==> src/rtl/dtpp_pkg.sv <==
`timescale 1ns / 1ps
`default_nettype none

package dtpp_pkg;

    // Screen defaults
    localparam int SCREEN_WIDTH_DEF  = 160;
    localparam int SCREEN_HEIGHT_DEF = 44;

    // Arithmetic constants
    localparam int NEAR_LIMIT = 1638;           // 0.1 in Q.14
    localparam int NUM_W      = 40;             // divider dividend width
    localparam int DEN_W      = 28;             // divider divisor width
    localparam logic [NUM_W-1:0] OOZ_DIVIDEND = 40'h00_4000_0000;
    localparam logic [15:0] DEPTH_MAX   = 16'hFFFF;
    localparam logic [7:0]  GLYPH_SPACE = 8'd32;

    // Operation codes
    localparam logic OP_PLOT = 1'b0;
    localparam logic OP_READ = 1'b1;

    // Configuration register indexes
    localparam logic [3:0] CFG_SIN_PITCH = 4'd0;
    localparam logic [3:0] CFG_COS_PITCH = 4'd1;
    localparam logic [3:0] CFG_SIN_YAW   = 4'd2;
    localparam logic [3:0] CFG_COS_YAW   = 4'd3;
    localparam logic [3:0] CFG_SIN_ROLL  = 4'd4;
    localparam logic [3:0] CFG_COS_ROLL  = 4'd5;
    localparam logic [3:0] CFG_CAM_DIST  = 4'd6;
    localparam logic [3:0] CFG_H_OFFSET  = 4'd7;

    typedef struct packed {
        logic              operation;
        logic signed [7:0] point_x;
        logic signed [7:0] point_y;
        logic signed [7:0] point_z;
        logic [7:0]        glyph;
        logic [12:0]       read_cell;
    } t_item;

    typedef struct packed {
        logic [7:0]  cell_glyph;
        logic        plotted;
        logic [12:0] target_cell;
    } t_result;

    typedef struct packed {
        logic              operation;
        logic              read_ok;
        logic signed [7:0] point_x;
        logic signed [7:0] point_y;
        logic signed [7:0] point_z;
        logic [7:0]        glyph;
        logic [12:0]       read_cell;
    } t_task;

    typedef struct packed {
        logic signed [15:0] sin_pitch;
        logic signed [15:0] cos_pitch;
        logic signed [15:0] sin_yaw;
        logic signed [15:0] cos_yaw;
        logic signed [15:0] sin_roll;
        logic signed [15:0] cos_roll;
        logic [9:0]         camera_distance;
        logic signed [7:0]  horizontal_offset;
    } t_cfg;

    typedef enum logic [3:0] {
        ST_CLEAR, ST_IDLE, ST_RREQ, ST_RDAT, ST_DROP, ST_MUL, ST_CHK,
        ST_DSTART, ST_DWAIT, ST_CELLM, ST_CELLA, ST_RANGE, ST_PCMP
    } t_state;

    // Multiplier schedule: rotation coefficients, then point products
    typedef enum logic [4:0] {
        STP_SASB, STP_CASB, STP_CXI, STP_CXJ_A, STP_CXJ_B, STP_CXK_A,
        STP_CXK_B, STP_CYI, STP_CYJ_A, STP_CYJ_B, STP_CYK_A, STP_CYK_B,
        STP_CZJ, STP_CZK, STP_XI, STP_XJ, STP_XK, STP_YI, STP_YJ, STP_YK,
        STP_ZI, STP_ZJ, STP_ZK, STP_ZWAIT, STP_SCALE, STP_LAST
    } t_step;

    typedef enum logic [1:0] {DSEL_OOZ, DSEL_XP, DSEL_YP} t_dsel;

endpackage

`default_nettype wire

==> src/rtl/dtpp_front.sv <==
`timescale 1ns / 1ps
`default_nettype none

module dtpp_front #(
    parameter int CELLS = 7040
) (
    input  logic              i_clk,
    input  logic              i_rst_n,
    input  logic              push,
    output logic              full,
    input  dtpp_pkg::t_item   i_item,
    output logic              o_task_valid,
    input  logic              i_task_take,
    output dtpp_pkg::t_task   o_task
);
    dtpp_pkg::t_task r_slot [2];
    logic            r_wp;
    logic            r_rp;
    logic [1:0]      r_cnt;
    logic            w_push;
    logic            w_take;
    dtpp_pkg::t_task w_task;

    assign full         = (r_cnt == 2'd2);
    assign o_task_valid = (r_cnt != 2'd0);
    assign w_push       = push && !full;
    assign w_take       = o_task_valid && i_task_take;
    assign o_task       = r_slot[r_rp];

    // Classify the request on entry
    always_comb begin
        w_task.operation = i_item.operation;
        w_task.read_ok   = (32'(i_item.read_cell) < 32'(CELLS));
        w_task.point_x   = i_item.point_x;
        w_task.point_y   = i_item.point_y;
        w_task.point_z   = i_item.point_z;
        w_task.glyph     = i_item.glyph;
        w_task.read_cell = i_item.read_cell;
    end

    // Queue pointers
    always_ff @(posedge i_clk) begin
        if (!i_rst_n) begin
            r_wp  <= 1'b0;
            r_rp  <= 1'b0;
            r_cnt <= 2'd0;
        end else begin
            if (w_push) begin
                r_wp <= !r_wp;
            end
            if (w_take) begin
                r_rp <= !r_rp;
            end
            if (w_push && !w_take) begin
                r_cnt <= r_cnt + 2'd1;
            end else if (!w_push && w_take) begin
                r_cnt <= r_cnt - 2'd1;
            end
        end
    end

    // Hold queued requests
    always_ff @(posedge i_clk) begin
        if (w_push) begin
            r_slot[r_wp] <= w_task;
        end
    end
endmodule

`default_nettype wire

==> config.mk <==
export PLATFORM = sky130hd
export DESIGN_NAME = dtpp_front
export DESIGN_NICKNAME = d
export VERILOG_FILES = /design/src/rtl/dtpp_pkg.sv /design/src/rtl/dtpp_front.sv
export SDC_FILE = /design/constraint.sdc
export NUM_CORES = 1
export LEC_CHECK = 0
export BUFFER_PORTS_ARGS = -buffer_cell sky130_fd_sc_hd__buf_2
export CAP_MARGIN = 20
export CORE_ASPECT_RATIO = 2
export CORE_MARGIN = 2
export CORE_UTILIZATION = 44
export DETAILED_ROUTE_END_ITERATION = 6
export GPL_TIMING_DRIVEN = 0
export PLACE_DENSITY = 0.69
export SLEW_MARGIN = 20
export SYNTH_ARGS = -nofsm -noshare
export SYNTH_HDL_FRONTEND = slang
export SYNTH_SLANG_ARGS = --single-unit
==> constraint.sdc <==
create_clock -name i_clk -period 6 [get_ports i_clk]
set_input_delay 0.3 -clock i_clk [delete_from_list [all_inputs] [get_ports i_clk]]
set_output_delay 0.3 -clock i_clk [all_outputs]
set_load 0.1 [all_outputs]
After elaboration in Yosys (flattened, before gate mapping)
Memories as Yosys holds them, arrays and structs flattened. A register that Yosys moved wholly into a read port is not among the register bits.
Index checks and enable logic that the tools add are counted.
{"block": "totals", "register_bits": 4, "latch_bits": 0, "mem_bits_rw": 94, "rom_bits": 0, "inputBits": 50, "out_inout_bits": 49, "word_cells": 25, "memories": 1}
{"memory": "r_slot", "depth": 2, "word_bits": 47, "rd": 1, "rd_clocked_by_memory_dff": 1, "write_ports": 1, "line_no": "dtpp_front.sv:16", "source": "dtpp_pkg::t_task r_slot [2];"}
{"block": "classes", "n_addsub": 2, "mul": 0, "div_mod_pow": 0, "magnitude_cmp": 1, "n_eq_ne": 1, "n_shift": 0, "muxes": 6, "bitwise_logic": 0, "reduce_logical": 11}
{"cell": "$lt A13 B13 Y1 const B", "n": 1}
{"cell": "$logic_not A1 Y1", "n": 5}
{"cell": "$logic_and A1 B1 Y1", "n": 4}
{"cell": "$mux W1", "n": 4}
{"cell": "$mux W2", "n": 2}
{"cell": "$reduce_bool A2 Y1", "n": 2}
{"cell": "$add A2 B1 Y2 const B", "n": 1}
{"cell": "$eq A2 B2 Y1 const B", "n": 1}
{"cell": "$sub A2 B1 Y2 const B", "n": 1}

Longest topological paths before layout
Gate-level depths: netlist (run 1).
{"block": "depth", "word_depth": 7, "mapped_depth": 7, "mapped_depth_nobuf": 7}

Worst setup path before layout (run 1)
Ideal clock, no wire load.
{"block": "synth_timing", "path_type": "flip-flop to flip-flop", "start": "reg r_cnt[0]", "end": "mem r_slot[0][0] (netlist bit) (enable)", "setup_ps": 445, "arrival_time_ps": 2661, "t_required_ps": 5555, "setup_slack_ps": 2894, "path_stages_with_launch": 4, "path_buffers": 0, "period_less_slack_ps": 3106, "cell_sequence": "dfxtp_1 > nand2b_1 > inv_2 > nor3_2"}
{"block": "synth_via", "elab_chain_cells": 5}
{"item": "from (decl)", "line_no": "dtpp_front.sv:19", "source": "logic [1:0] r_cnt;"}
{"item": "from (signal assigned)", "line_no": "dtpp_front.sv:55", "source": "r_cnt <= r_cnt + 2'd1;"}
{"item": "from (signal assigned)", "line_no": "dtpp_front.sv:57", "source": "r_cnt <= r_cnt - 2'd1;"}
{"item": "$eq A2 B2 Y1", "line_no": "dtpp_front.sv:24", "source": "assign full = (r_cnt == 2'd2);"}
{"item": "net full", "line_no": "dtpp_front.sv:10", "source": "output logic full,"}
{"item": "$logic_not A1 Y1", "line_no": "dtpp_front.sv:26", "source": "assign w_push = push && !full;"}
{"item": "$logic_and A1 B1 Y1", "line_no": "dtpp_front.sv:26"}
{"item": "$mux W1", "line_no": "dtpp_front.sv:64", "source": "if (w_push) begin"}
{"item": "$mux W1 (not written as such)", "line_no": "dtpp_front.sv:65", "source": "r_slot[r_wp] <= w_task;"}
{"item": "to (decl)", "line_no": "dtpp_front.sv:16"}
The timed path passes the listed nets, and every way through them passes these cells.

==> results of run 1 <==
[per-stage QoR]
step / hold slack (ns) / utilization, %
floorplan: 0.3989 / -
global placement: 0.4890 / 52.10
detailed placement: 0.4920 / 52.99
CTS: 0.1353 / 56.90
global route: 0.1364 / 56.90
finish: 0.1511 / 56.90
[synth_stat cells, drive strengths merged]
master  count  area (µm²)
edfxtp     94        2823
mux2       47       529.3
buf         5       43.79
dfxtp       5       100.1
and2        3       18.77
a21boi      2       15.02
inv         2       7.500
o21ai       2       10.00
xnor2       2       17.52
a31o        1       8.760
and3        1       6.260
ha          1       12.51
nand2b      1       6.260
nand3       1       5.000
nor2        1       3.750
nor3        1       10.01
o21a        1       7.510
or2         1       6.260
or3         1       6.260
xor2        1       8.760
[metal layers]
layer	vias up	share of wire, %	global-route usage (%)
li1	905	-	-
met2	63	57	25.89
met5	-	0	0
met4	0	3.1	9.000
met1	926	34	14.78
met3	14	6.1	4.847
[path summary, 6_finish.rpt]
kind | endpoint | slack [ns] | from | cells after the start
min | r_slot[1][15] | 0.15 | i_item[15] | 1
min reg2reg | r_cnt[1] | 0.53 | r_cnt[1] | 2
max | o_task[36] | 3.95 | register | 4
max reg2reg | r_slot[0][38] | 4.18 | r_cnt[0] | 5
[worst max-delay path: cells and delay by family (launching register included)]
family	cells	cell delay [ns]
multiplexers	1	0.35
flip-flops	1	0.32
buffers and inverters	3	0.75
[kinds of logic (layout without fill, tap and decap cells)]
| kind of cell | after synthesis | count (layout) | synth area share (%) |
|---|---|---|---|
| AOI/OAI and AO/OA | 6 | 6 | 1.132 |
| xor gates and xnor gates | 3 | 3 | 0.7208 |
| adders and majority gates | 1 | 1 | 0.3431 |
| buffers and inverters | 7 | 125 | 1.407 |
| DFF | 99 | 99 | 80.16 |
| muxes | 47 | 47 | 14.52 |
| and+or+nand+nor | 10 | 10 | 1.716 |
[cell usage in the layout, fill, tap and decap left out, types with 2 or more instances in the layout]
cell type	Yosys	routed
and2_1	3	3
buf_2	2	100
buf_6	3	3
buf_8	0	3
bufinv_16	0	2
clkbuf_16	0	9
clkinv_4	0	2
dfxtp_1	5	5
edfxtp_1	94	94
mux2_2	47	47
xnor2_1	2	2
[registers in the layout, summed over array words and instances (netlist names), named ones only]
| name | count |
|---|---|
| r_cnt | 2 |
| r_rp | 1 |
| r_slot | 94 |
| r_wp | 1 |
[final cells by class]
class | instances | area [µm²]
sequential | 99 | 2923
inverter | 2 | 7.507
buffer | 5 | 43.79
multi-input combinational | 67 | 679.4
fill | 650 | 3523
timing repair buffer | 102 | 555.5
tap | 98 | 122.6
clock buffer | 10 | 229.0
clock inverter | 6 | 90.09
==> results_dict.tcl, run 1 <==
set metrics [dict create \
    drc 0 \
    viasPerCell 4.905 \
    avgSynthCellArea_um2 21.08 \
    dp_cells 373 \
    coreArea_mm2 0.008174 \
    track_usage_pct 15.01 \
    dp_hpwl_mm 4.446 \
    ys_ff_latch 99 \
    dr.pass1.iters 4 \
    fin_crit_sh_pct 34.22 \
    crit_required_ns 5.70 \
    crit_top_cell "buf_2" \
    place_area_mm2 0.004332 \
    areaGrowthSynthToFinish_pct 27.56 \
    antenna_found_initial 0 \
    cts-resized-gates 0 \
    drive_gt1_share_pct 59.79 \
    clk_latency_ns 0.33 \
    syn_inst 173 \
    hold_buffers 0 \
    cts_sinks 99 \
    gp_congestion 0.6964 \
    crit_path_start_kind "register" \
    wl_mm 6.332 \
    hold_path.class "input pin to register" \
    cp_cell_sequence "buf_2, buf_6, mux2_2, buf_2" \
    ys_types 24 \
    slew_viol_final 0 \
    ys_warn_count 0 \
    cts_tree "yes" \
    status "complete, no violations" \
    crit_path_max_fanout 10 \
    cts_max_level 3 \
    grt_max_degree 28 \
    fin_crit_ns 2.053 \
    ant_nets 0 \
    die_area_mm2 0.009074 \
    final_area_mm2 0.004651 \
    fp.dieH_um 132.7 \
    stdcell_count 389 \
    cts.path.max_buffers 2 \
    start_util_pct 44.60 \
    wire_per_inst_um 16.28 \
    cts_buffers 9 \
    clk_pin_slew_worst_paths_ns 0.06 \
    hold_viol 0 \
    numPortBuffers 98 \
    grt_pass1_vias 2017 \
    slew_headroom_pct 63.77 \
    ys_seq_area_share_pct 80.16 \
    first_iter_violations 93 \
    finalSetupViolations 0 \
    fin_nets 337 \
    overflow 0 \
    cpMaxStageDelayCell "mux2_2" \
    synthesis.area_mm2 0.003646 \
    via_count 1908 \
    tns_ns 0 \
    clock.fmax_ghz 0.4870 \
    crit_arrival_ns 1.75 \
    tightest_slew_ns 0.5435 \
    crit_path_end_kind "output port" \
    grt_pass1_wl_mm 9.597 \
    io_pins 99 \
    antennaDiodeCount 0 \
    crit_type "register to output port" \
    cts_setup_buffers 0 \
    pre_cts_ws_ns 4.178 \
    clock_skew_ns 0.004446 \
    post-route-worst-setup-slack_ns 3.947 \
    syn-num-nets 224 \
    rows 47 \
    maxCapViolCount 0 \
    rsz0062_at_grt "no" \
    die_width_um 68.37 \
    cpPeakStageDelay_ns 0.35 \
    ctsRootBufferMaster "clkbuf_16" \
]
Power of run 1 is left out: the tool's default activity adds up to more than one toggle a clock period on the data nets, which glitch-free logic cannot reach.
==> inputs of run 2 (changes only) <==
ABC_AREA = 1   (was not set)
PLACE_DENSITY = 0.71   (was 0.69)
clock period = 1.8 ns   (was 6 ns; I/O delays follow)
==> run 2 against run 1 <==
  * Routed wire length increased by 12%
  * Critical path depth unchanged
  * Synthesized area increased by 3.5%
  * Hold slack got worse by 0.13 ns
  * Register-to-register slack got worse by 4.1 ns
  * First-iteration DRC count decreased by 33%
  * Global-route usage increased by 0.56 points
  * Worst setup slack got worse by 3.9 ns
  * Critical path type unchanged
  * Highest routed layer unchanged
==> results_dict.tcl, run 2 <==
set metrics [dict create \
    top_register "r_slot" \
    ys_ff_latch 99 \
    reg2reg_depth 5 \
    crit_required_ns 1.71 \
    die_width_um 69.49 \
    dr.pass1.iters 4 \
    areaGrowthSynthToFinish_pct 39.75 \
    holdWs_ns 0.02497 \
    slew_headroom_pct 66.22 \
    synthesis.area_mm2 0.003774 \
    top_regs "r_slot x94, r_cnt x2" \
    crit_path_max_fanout 10 \
    drive_gt1_share_pct 49.86 \
    synth-main-ff-cell "edfxtp_1" \
    clock.fmax_ghz 0.5813 \
    synth-edff-count 94 \
    total_power_mw 8.908 \
    rows 47 \
    pre_cts_ws_ns 0.1070 \
    yosysMostFrequentCell "edfxtp_1" \
    crit_path_end_kind "output port" \
    numPortBuffers 98 \
    grt_max_degree 22 \
    hold_path.class "input pin to register" \
    synth-xor-area-share_pct 0 \
    first_iter_violations 62 \
    clk_pin_slew_worst_paths_ns 0.06 \
    antenna_found_initial 0 \
    die_area_mm2 0.009378 \
    ctsRootBufferMaster "clkbuf_16" \
    synth_top_area_share_pct 74.80 \
    ir_drop_mv 1.262 \
    ys_top_cells_by_area "edfxtp_1, mux2_4, mux2_2, dfxtp_1, buf_6" \
    status "complete, no violations" \
    slew_viol_final 0 \
    swShare_pct 44.69 \
    synth_simple_gate_area_share_pct 2.023 \
    grt_pass1_vias 2394 \
    cts_setup_buffers 0 \
    cp_cell_sequence "buf_6, buf_6, mux2_4, buf_2" \
    powerDensity_mw_per_mm2 1689 \
    fin_nets 395 \
    synth_mux_area_share_pct 17.01 \
    path_buf_inv 3 \
    final_cell_mix "buf_2, edfxtp_1, dlygate4sd3_1" \
    coreArea_mm2 0.008292 \
    synth_top_family_by_area "multiplexers" \
    largest_register_ffs 94 \
    track_usage_pct 15.58 \
    crit_path_start_kind "register" \
    ys_warn_count 0 \
    synth_compound_gate_area_share_pct 1.061 \
    cts.path.max_buffers 2 \
    final_common_cell "buf_2" \
    synth_top_cell_by_area "edfxtp_1" \
    cts_tree "yes" \
    crit_top_cell "buf_6" \
    pwr-share-seq_pct 33.8 \
    maxCapViolCount 0 \
    io_pins 99 \
    cpMaxStageDelayCell "dfxtp_1" \
    grt_pass1_wl_mm 11.06 \
    avgSynthCellArea_um2 20.40 \
    crit_type "register to output port" \
    power.share.clock_pct 20.6 \
    hold_viol 0 \
    finalSetupViolations 0 \
    cpLargestDelayFamily "buffers and inverters" \
    viasPerCell 4.792 \
    drc 0 \
    clock_skew_ns 0.005686 \
    crit_arrival_ns 1.63 \
    post-route-worst-setup-slack_ns 0.07976 \
    wl_mm 7.090 \
    cts_max_level 3 \
    ys_types 17 \
    syn-num-nets 236 \
    antennaDiodeCount 0 \
    cts_buffers 9 \
    rsz0062_at_grt "no" \
    tns_ns 0 \
    fin_crit_sh_pct 95.57 \
    cts_sinks 99 \
    clk_latency_ns 0.33 \
    switchingPower_mw 3.981 \
    p_leak_nw 2.086 \
    fin_crit_ns 1.720 \
    path_depth 4 \
    syn_inst 185 \
    ant_nets 0 \
    fp.dieH_um 135.0 \
    tightest_slew_ns 0.5102 \
    start_util_pct 45.51 \
    synth_fa_ha_area_share_pct 0.3316 \
    comb_power_share_pct 45.6 \
    intPower_mw 4.927 \
    synthTopCellsByCount "edfxtp_1, mux2_4, mux2_2" \
    via_count 2142 \
    gp_congestion 0.7313 \
    dp_hpwl_mm 4.729 \
    overflow 0 \
    cpPeakStageDelay_ns 0.34 \
    hold_depth 3 \
    final_core_util_pct 63.60 \
    async_flop_share_pct 0 \
    ys_seq_area_share_pct 77.45 \
    wire_per_inst_um 15.86 \
]
-- run 2: cell count changes in the layout (fill, tap and decap cells not counted), moves of 3 or more --
cell	delta
dlygate4sd3_1	+46
mux2_2	-30
mux2_4	+30
inv_1	+7
nand2_1	+7
nor2_1	+6
buf_16	+4
and2_1	-3
buf_8	-3
-- run 2: worst register-to-register path: stages, from the launching register on --
cell	delay [ns]
dfxtp_1	0.32
inv_1	0.17
o21ai_4	0.11
nor2_4	0.40
buf_16	0.22
buf_16	0.18
-- run 2: through the flow --
step	area, µm²	std cells
after detailed placement	4512	385
after CTS	5266	447
after global placement	4392	381
after floorplan	3779	185
final	5274	447
after global routing	5274	447
-- run 2: power groups by stage --
stage	Combinational [mW]	Sequential, mW	Clock [mW]
final	4.06	3.01	1.84
after global routing	4.21	3.04	1.98
after CTS	4.09	3.01	1.89
after detailed placement	4.00	3.06	0
after global placement	3.82	3.05	0
after floorplan	3.35	3.04	0
-- run 2: repair_timing --
action | 4_1_cts | 5_1_grt
gates resized for setup | 0 | 1
endpoints found under the setup margin | 0 | 1
hold buffers | 46 | 0
hold endpoints to repair | 92 | 0
-- run 2: path summary, 6_finish.rpt --
path                               start  slack [ns]       endpoint
worst max-delay path            register        0.08     o_task[10]
worst min-delay path             i_rst_n        0.02       r_cnt[1]
worst max register to register  r_cnt[1]        0.10  r_slot[1][46]
worst min register to register      r_rp        0.51       register
-- run 2: area by class of cell --
cell class | count | area (µm²)
Clock inverter | 7 | 68.82
Buffer | 5 | 50.05
Multi-Input combinational cell | 73 | 793.3
Sequential cell | 99 | 2923
Fill cell | 587 | 3018
Tap cell | 98 | 122.6
Timing Repair Buffer | 148 | 1061
Inverter | 8 | 30.03
Clock buffer | 9 | 225.2
-- run 2: cells by family (layout without fill, tap and decap cells) --
logic type / count (synthesis) / after routing
buffers and inverters: 13 / 177
flip-flops: 99 / 99
multiplexers: 47 / 47
AO/OA/AOI/OAI: 6 / 6
AND/OR/NAND/NOR: 19 / 19
adder cells (fa/ha/maj): 1 / 1
-- run 2: metal layers --
metal  vias to the layer above  wire length [µm]  track usage [%]
met3                        10               270            3.507
li1                       1026                 -                -
met2                        60              4202            30.45
met5                         -                 0                0
met1                      1046              2496            15.14
met4                         0               121            6.863
Power figures use the tool's default switching activity.
